[src/sv/linq_pkg.sv]
// shared types for the linear queue with sorted insert
// request, status and cell command codes, cell control bundle
// no dependencies
package linq_pkg;

	typedef enum logic [1:0] {
		REQ_APPEND  = 2'd0,
		REQ_INSERT  = 2'd1,
		REQ_SORTED  = 2'd2,
		REQ_DEQUEUE = 2'd3
	} req_t;

	typedef enum logic [1:0] {
		STAT_OK        = 2'd0,
		STAT_OVERFLOW  = 2'd1,
		STAT_UNDERFLOW = 2'd2,
		STAT_BADPOS    = 2'd3
	} stat_t;

	typedef enum logic [2:0] {
		CMD_NONE,
		CMD_INSERT,
		CMD_DEQUEUE,
		CMD_SORT,
		CMD_WALK
	} cmd_t;

	typedef enum logic {
		FSM_IDLE,
		FSM_WALK
	} fsm_t;

	typedef struct packed {
		cmd_t        cmd;
		logic [31:0] word;
	} linq_ctl_t;

endpackage

[src/sv/linq_cell.sv]
// one queue slot of the cell chain: holds an entry and the sorted-insert token
// depends on linq_pkg
module linq_cell #(
	parameter int IDX_W    = 6,
	parameter int CELL_IDX = 0
) (
	input  logic                clk,
	input  logic                arst_n,
	input  linq_pkg::linq_ctl_t ctl,
	input  logic [IDX_W-1:0]    cut,
	input  logic [IDX_W-1:0]    count,
	input  logic [31:0]         below,
	input  logic [31:0]         above,
	input  logic                gt_below,
	input  logic                tok_above,
	output logic [31:0]         entry,
	output logic                gt,
	output logic                tok,
	output logic                placed
);
	import linq_pkg::*;

	localparam logic [IDX_W-1:0] MY_IDX = IDX_W'(CELL_IDX);

	logic [31:0] entry_q;
	logic [31:0] entry_d;
	logic        tok_q;
	logic        tok_d;

	// word is smaller than this entry, so the entry has to move up
	assign gt     = $signed(ctl.word) < $signed(entry_q);
	assign entry  = entry_q;
	assign tok    = tok_q;
	assign placed = (ctl.cmd == CMD_WALK) && tok_q && !gt_below;

	always_comb begin
		entry_d = entry_q;
		tok_d   = 1'b0;
		case (ctl.cmd)
			CMD_INSERT: begin
				if (MY_IDX == cut) begin
					entry_d = ctl.word;
				end else if (MY_IDX > cut && MY_IDX <= count) begin
					entry_d = below;
				end
			end
			CMD_DEQUEUE: begin
				entry_d = above;
			end
			CMD_SORT: begin
				tok_d = (MY_IDX == count);
			end
			CMD_WALK: begin
				// token steps down while the lower neighbor is larger than the word
				tok_d = tok_above && gt;
				if (tok_q) begin
					entry_d = gt_below ? below : ctl.word;
				end
			end
			default: begin
			end
		endcase
	end

	always_ff @(posedge clk) begin
		entry_q <= entry_d;
	end

	always_ff @(posedge clk or negedge arst_n) begin
		if (!arst_n) begin
			tok_q <= 1'b0;
		end else begin
			tok_q <= tok_d;
		end
	end

endmodule

[config.mk]
export PLATFORM = sky130hd
export DESIGN_NAME = linq_cell
export DESIGN_NICKNAME = d
export VERILOG_FILES = /design/src/sv/linq_pkg.sv /design/src/sv/linq_cell.sv
export SDC_FILE = /design/constraint.sdc
export NUM_CORES = 1
export LEC_CHECK = 0
export ABC_AREA = 1
export BUFFER_PORTS_ARGS = -buffer_cell sky130_fd_sc_hd__clkbuf_2
export CAP_MARGIN = 20
export CELL_PAD_IN_SITES_DETAIL_PLACEMENT = 0
export CELL_PAD_IN_SITES_GLOBAL_PLACEMENT = 2
export CORE_AREA = 2 2 90 179
export DETAILED_ROUTE_END_ITERATION = 8
export DIE_AREA = 0 0 92 181
export PLACE_DENSITY_LB_ADDON = 0.1
export SLEW_MARGIN = 0
export SYNTH_ARGS = -nofsm -noshare
export SYNTH_HDL_FRONTEND = slang
export SYNTH_SLANG_ARGS = --single-unit
[constraint.sdc]
create_clock -name clk -period 2.6 [get_ports clk]
set_input_delay 0.26 -clock clk [delete_from_list [all_inputs] [get_ports clk]]
set_output_delay 0.26 -clock clk [all_outputs]
set_load 0.01 [all_outputs]
==> impl_metrics.tcl, run 1 <==
set metrics [dict create \
    grt_use_total_pct 14.94 \
    placedCellCount 804 \
    antenna_found_initial 1 \
    avgSynthCellArea_sq_um 6.670 \
    power_mw 1.994 \
    cts_resized 0 \
    drive_gt1_share_pct 27.48 \
    first_pass_iters 4 \
    setup_tns_ns 0 \
    syn_area_sq_um 3148 \
    numCtsBuffers 5 \
    fp.coreArea_sq_um 15210 \
    ff2ff_path_depth 3 \
    wl_per_cell_um 15.07 \
    postRouteAntennaNets 0 \
    row_count 64 \
    grt_max_degree 45 \
    yosysSeqAreaShare_pct 31.32 \
    fillers 1772 \
    numPortBuffers 149 \
    dieHeight_um 181 \
    hold_viol_final 0 \
    drv_slew 0 \
    overflow 0 \
    cts_tree "yes" \
    critical_path_class "reg -> out" \
    htreeDepth 2 \
    most-common-layout-cells "clkbuf_2 (149), nand2_1 (130), inv_1 (73)" \
    cp_max_fo 2 \
    vias_per_cell 4.327 \
    final_net_count 760 \
    worstMarginPinSlew_ns 0.8219 \
    drcViolationCount 0 \
    rsz0062_at_grt "false" \
    drtIter0Drc 134 \
    placed_area_sq_um 4141 \
    min_period_ns 2.391 \
    powerDensity_nw_per_um2 461.9 \
    p_leak_nw 2.245 \
    cap_violations 0 \
    crit_path_start_kind "flop" \
    ys_ff_latch 33 \
    grt_pass1_vias 3715 \
    syn_to_final_growth_pct 37.12 \
    die_x_um 92 \
    synthCells 472 \
    holdPathStages 4 \
    fmax_mhz 418.2 \
    syn_nets 618 \
    preCtsSetupSlack_ns 0.3095 \
    yosysWarnings 0 \
    clockBufferDepth 2 \
    grt_pass1_wl_mm 19.18 \
    crit_arrival_ns 2.13 \
    period_share_pct 91.98 \
    fin_util_pct 28.37 \
    initial_utilization_pct 20.69 \
    io_pins 150 \
    slew_headroom_pct 45.08 \
    cts_sinks 33 \
    routabilityCongestion 0.7640 \
    fin_area_sq_um 4317 \
    yosysUniqueCellTypes 23 \
    cp-end-kind "primary output" \
    max-vdd-ir-drop_mv 0.2081 \
    fin_ws_ns 0.2086 \
    hold_class "in -> reg" \
    routed_wl_mm 12.27 \
    skew_ns 0.002632 \
    holdWs_ns 0.2546 \
    clock_latency_ns 0.28 \
    die-area_sq_um 16650 \
    cp_data_required_time_ns 2.34 \
    status "complete, no violations" \
    hpwl_mm 9.781 \
    clk_pin_slew_ns 0.06 \
    vias 3522 \
    final_cells 814 \
    cts_root_buf "clkbuf_16" \
    final_common_cell "clkbuf_2" \
    finalSetupViolCount 0 \
]
[where the power goes]
part	total, mW	internal, mW	switching (mW)
Combinational	0.608	0.250	0.358
Sequential	0.703	0.665	0.0376
Clock	0.683	0.450	0.233
Total	1.99	1.36	0.629
[Yosys cell counts, drive strengths merged]
master  count  area (sq um)
nand2     130         488.0
ha         31         387.9
nor2       15         56.30
dfrtp       1         25.02
nand3      37         185.2
nand4       2         12.51
o22ai       1         6.260
inv        77         289.0
o21a        1         7.510
clkbuf     16         60.06
edfxtp     32         960.9
o21ai      68         340.3
a21oi      48         240.2
nor4        1         6.260
and2        1         6.260
buf         6         35.03
nor3        5         41.29
[layer usage]
layer	wire, um	vias up	GRT usage, %
met5	0	-	0
met3	461	9	1.960
li1	-	1841	-
met2	7045	103	29.65
met4	201	0	5.254
met1	4563	1569	15.52
[cell families after synthesis]
group           synth area share [%]
compound gates                 18.88
fa+ha+maj                      12.32
flops                          31.32
buf+inv                        12.20
simple gates                   25.28
[sequential cells by signal (all words and copies together) (netlist names)]
| register | cells |
|---|---|
| entry | 32 |
| tok | 1 |
[final timing paths]
path                       startpoint         to  slack, ns
setup / recovery             entry[9]         gt       0.21
hold / removal               count[2]        tok       0.25
setup reg to reg                  tok  entry[15]       0.76
hold reg to reg             entry[31]        tok       0.91
max in group asynchronous      arst_n        tok       2.23
min in group asynchronous      arst_n        tok       0.29
[worst max-delay path, cell delays in order (launching register included)]
cell and delay (ns):
edfxtp_1 0.41, inv_1 0.10, ha_1 0.24, a21oi_1 0.23, o21ai_0 0.11, a21oi_1 0.13, nand2_1 0.11, nand2_1 0.12
nand3_1 0.10, and2_1 0.18, clkbuf_2 0.12
[cell type report]
| cell class | count | area, sq um | area share (%) |
|---|---|---|---|
| sequential | 33 | 985.9 | 22.84 |
| inverter | 77 | 289.0 | 6.696 |
| antenna | 1 | 2.502 | 0.05797 |
| tap | 198 | 247.7 | 5.739 |
| multi-input combinational | 340 | 1795 | 41.59 |
| timing repair buffer | 157 | 833.3 | 19.30 |
| clock buffer | 6 | 128.9 | 2.986 |
| clock inverter | 2 | 33.78 | 0.7826 |
[repair_timing]
action                                 in CTS  in global routing
endpoints found under the hold margin       1                  0
setup endpoints to repair                   0                  0
hold buffers                                1                  0
setup buffers                               0                  0
No activity file was read; power rests on OpenSTA's default activity.
==> run 2: changes to the inputs <==
MAX_ROUTING_LAYER = met4   (was default)
==> impl_metrics.tcl, run 2 (synthesized netlist as in run 1, its figures left out) <==
set metrics [dict create \
    clock_latency_ns 0.28 \
    crit_slowest_cell "edfxtp_1" \
    preCtsSetupSlack_ns 0.3095 \
    hold_class "in -> reg" \
    routed_wl_mm 12.31 \
    drive_gt1_share_pct 27.48 \
    cp-end-kind "primary output" \
    status "complete, no violations" \
    most-common-layout-cells "clkbuf_2 (149), nand2_1 (130), inv_1 (73)" \
    crit_buf_inv 2 \
    dieHeight_um 181 \
    die-area_sq_um 16650 \
    cts_sinks 33 \
    final_net_count 760 \
    rr_startpoint "tok" \
    slew_headroom_pct 45.56 \
    worstHoldStart "count[2]" \
    cts_resized 0 \
    grt_pass1_vias 3709 \
    clockBufferDepth 2 \
    drv_slew 0 \
    holdWs_ns 0.2545 \
    grt_use_total_pct 15.39 \
    ff2ff_path_depth 3 \
    min_to "tok" \
    cp_data_required_time_ns 2.34 \
    largest_reg_flops 32 \
    row_count 64 \
    critical_path_class "reg -> out" \
    fp.coreArea_sq_um 15210 \
    htreeDepth 2 \
    clk_pin_slew_ns 0.05 \
    max-vdd-ir-drop_mv 0.2081 \
    vias_per_cell 4.344 \
    postRouteAntennaNets 0 \
    skew_ns 0.001203 \
    r2r_slack_ns 0.76 \
    p_leak_nw 2.245 \
    drtIter0Drc 149 \
    slowest_delay_ns 0.41 \
    numCtsBuffers 5 \
    min_period_ns 2.398 \
    critPathTopFamily "simple AND/OR/NAND/NOR gates" \
    finalSetupViolCount 0 \
    rsz0062_at_grt "false" \
    cp_max_fo 2 \
    setup_tns_ns 0 \
    cp_cell_sequence "inv_1 -> ha_1 -> a21oi_1 -> o21ai_0 -> a21oi_1 -> nand2_1 -> nand2_1 -> nand3_1 -> and2_1 -> clkbuf_2" \
    cts_hold_buf 1 \
    reg2reg_to "entry[15]" \
    fin_ws_ns 0.2024 \
    postCtsSetupBuffers 0 \
    vias 3536 \
    grt_pass1_wl_mm 19.18 \
    numPortBuffers 149 \
    fmax_mhz 417.1 \
    syn_to_final_growth_pct 37.12 \
    crit_arrival_ns 2.14 \
    holdPathStages 4 \
    wl_per_cell_um 15.12 \
    hpwl_mm 9.781 \
    overflow 0 \
    cap_violations 0 \
    powerDensity_nw_per_um2 461.5 \
    routabilityCongestion 0.7741 \
    cts_root_buf "clkbuf_16" \
    die_x_um 92 \
    io_pins 150 \
    first_pass_iters 7 \
    cts_tree "yes" \
    drcViolationCount 0 \
    grt_max_degree 45 \
    worstMarginPinSlew_ns 0.8148 \
    crit_path_start_kind "flop" \
    final_common_cell "clkbuf_2" \
    period_share_pct 92.22 \
    hold_viol_final 0 \
    initial_utilization_pct 20.69 \
    antenna_found_initial 1 \
]
-- run 2: cell counts in the layout (fill, tap and decap cells not counted) --
Identical to the previous run, type by type.
-- run 2: tightest hold or removal path: cells and delay by family --
kind          cells  cell delay (ns)
simple gates      3             0.16
buf+inv           1             0.08
-- run 2: layout make-up --
class / instances / area, sq um
multi-input combinational: 340 / 1795
inverter: 77 / 289.0
clock inverter: 2 / 33.78
clock buffer: 6 / 128.9
sequential: 33 / 985.9
timing repair buffer: 157 / 833.3
antenna: 1 / 2.502
tap: 198 / 247.7
fill: 1772 / 10900
-- run 2: worst max-delay path by stage --
| stage | startpoint | to | slack [ns] | cells after the start |
|---|---|---|---|---|
| 3_5_place_dp | ctl[34] | entry[7] | 0.31 | 7 |
| 2_1_floorplan | ctl[32] | entry[0] | 0.36 | 6 |
| 6_report | entry[9] | gt | 0.20 | 10 |
| 3_3_place_gp | ctl[34] | entry[15] | 0.36 | 7 |
| 4_1_cts | entry[5] | gt | 0.15 | 12 |
| 5_1_grt | entry[9] | gt | 0.02 | 11 |
-- run 2: power by group --
group / internal, mW / switching [mW] / total [mW]
Clock: 0.449 / 0.231 / 0.680
Combinational: 0.250 / 0.359 / 0.609
Sequential: 0.665 / 0.0375 / 0.703
-- run 2: through the flow --
step	instance area (sq um)	cells	utilization, %	power [mW]
after CTS	4314	813	28.36	2.047
after detailed placement	4141	804	27.22	1.338
after floorplan	3152	472	-	1.041
after global routing	4317	814	28.37	2.141
after global placement	4141	804	27.22	1.336
final	4317	814	28.37	1.992
-- run 2: routing by layer --
layer,track usage [%],share of wire [%],vias to the layer above
li1,-,-,1840
met1,15.73,37,1574
met3,1.710,3.7,9
met2,29.65,57,113
met5,-,0,-
met4,5.254,1.6,0
==> run 3: changes to the inputs <==
REMOVE_ABC_BUFFERS = 1   (was default)
==> impl_metrics.tcl, run 3 (synthesized netlist as in run 1, its figures left out) <==
set metrics [dict create \
    largest_reg_flops 32 \
    grt_use_total_pct 14.79 \
    hpwl_mm 8.886 \
    postRouteAntennaNets 0 \
    postCtsSetupBuffers 0 \
    drive_gt1_share_pct 27.36 \
    first_pass_iters 4 \
    vias_per_cell 4.414 \
    drtIter0Drc 111 \
    gr-usage-met2_pct 28.65 \
    n_antenna_cell 0 \
    die_x_um 92 \
    ff2ff_path_depth 3 \
    min_to "tok" \
    status "complete, no violations" \
    placedCellCount 804 \
    rsz0062_at_grt "false" \
    initial_utilization_pct 20.69 \
    antenna_found_initial 0 \
    min_period_ns 2.276 \
    setup_tns_ns 0 \
    crit_arrival_ns 2.02 \
    grt_pass1_vias 3681 \
    clk_pin_slew_ns 0.06 \
    die-area_sq_um 16650 \
    met3_usage_pct 2.335 \
    skew_ns 0.005600 \
    p_leak_nw 2.226 \
    grt_util_met1_pct 14.98 \
    r2r_slack_ns 0.71 \
    period_share_pct 87.53 \
    final_common_cell "clkbuf_2" \
    cts_hold_buf 1 \
    fmax_mhz 439.4 \
    grt.busiest_layer "met2" \
    numCtsBuffers 5 \
    final_cells 812 \
    preCtsSetupSlack_ns 0.2565 \
    placed_area_sq_um 4129 \
    clockBufferDepth 2 \
    max-vdd-ir-drop_mv 0.2344 \
    numPortBuffers 149 \
    crit_path_start_kind "flop" \
    cp_data_required_time_ns 2.34 \
    cts_root_buf "clkbuf_16" \
    clock_latency_ns 0.28 \
    drcViolationCount 0 \
    hold_class "in -> reg" \
    hold_viol_final 0 \
    grt_pass1_wl_mm 18.57 \
    htreeDepth 2 \
    routed_wl_mm 12.02 \
    worstHoldStart "count[2]" \
    cts_sinks 33 \
    overflow 0 \
    cap_violations 0 \
    cts_tree "yes" \
    holdPathStages 4 \
    critical_path_class "reg -> out" \
    io_pins 150 \
    slew_headroom_pct 40.62 \
    row_count 64 \
    worstMarginPinSlew_ns 0.8888 \
    wl_per_cell_um 14.81 \
    fp.coreArea_sq_um 15210 \
    vias 3584 \
    fin_util_pct 28.08 \
    syn_to_final_growth_pct 35.69 \
    dieHeight_um 181 \
    power_mw 1.876 \
    grt_max_degree 66 \
    reg2reg_to "entry[16]" \
    routabilityCongestion 0.7390 \
    most-common-layout-cells "clkbuf_2 (149), nand2_1 (130), inv_1 (73)" \
    fin_area_sq_um 4272 \
    fin_ws_ns 0.3242 \
    finalSetupViolCount 0 \
    cp_max_fo 2 \
    cp-end-kind "primary output" \
    holdWs_ns 0.2561 \
    cts_resized 0 \
    final_net_count 760 \
    rr_startpoint "tok" \
    powerDensity_nw_per_um2 439.1 \
    drv_slew 0 \
]
==> run 3: worst max path at each step <==
stage / startpoint / end / slack (ns) / cells past startpoint
after CTS: entry[15] / gt / 0.25 / 13
after floorplan: ctl[32] / entry[0] / -1.25 / 5
after detailed placement: ctl[34] / entry[22] / 0.26 / 7
after global placement: ctl[34] / entry[21] / 0.33 / 7
after global routing: entry[15] / gt / 0.09 / 13
final: entry[15] / gt / 0.32 / 13
==> run 3: power by group <==
group,switching (mW),total [mW],internal [mW]
clock network,0.231,0.578,0.347
registers,0.0337,0.699,0.665
logic,0.351,0.599,0.248
==> run 3: layer usage <==
metal / routed length (um) / share of wire, % / vias to the layer above
met3: 521 / 4.3 / 11
li1: - / - / 1835
met5: 0 / 0 / -
met1: 4605 / 38 / 1645
met4: 195 / 1.6 / 0
met2: 6700 / 56 / 93
==> run 3: cell type report <==
| type | count | area (sq um) |
|---|---|---|
| clock buffer | 6 | 128.9 |
| multi-input combinational | 340 | 1795 |
| inverter | 77 | 289.0 |
| clock inverter | 1 | 3.754 |
| timing repair buffer | 157 | 820.8 |
| sequential | 33 | 985.9 |
| tap | 198 | 247.7 |
| fill | 1777 | 10940 |
==> run 3: worst max-delay path, cell delays in order, from the launching register on <==
cell,delay [ns]
edfxtp_1,0.34
inv_1,0.05
ha_1,0.28
nand2_1,0.06
inv_1,0.05
nand3_1,0.10
nor3_1,0.24
nand2_1,0.08
nand2_1,0.07
nand2_1,0.07
nand2_1,0.06
nand2_1,0.06
and2_1,0.14
clkbuf_2,0.12
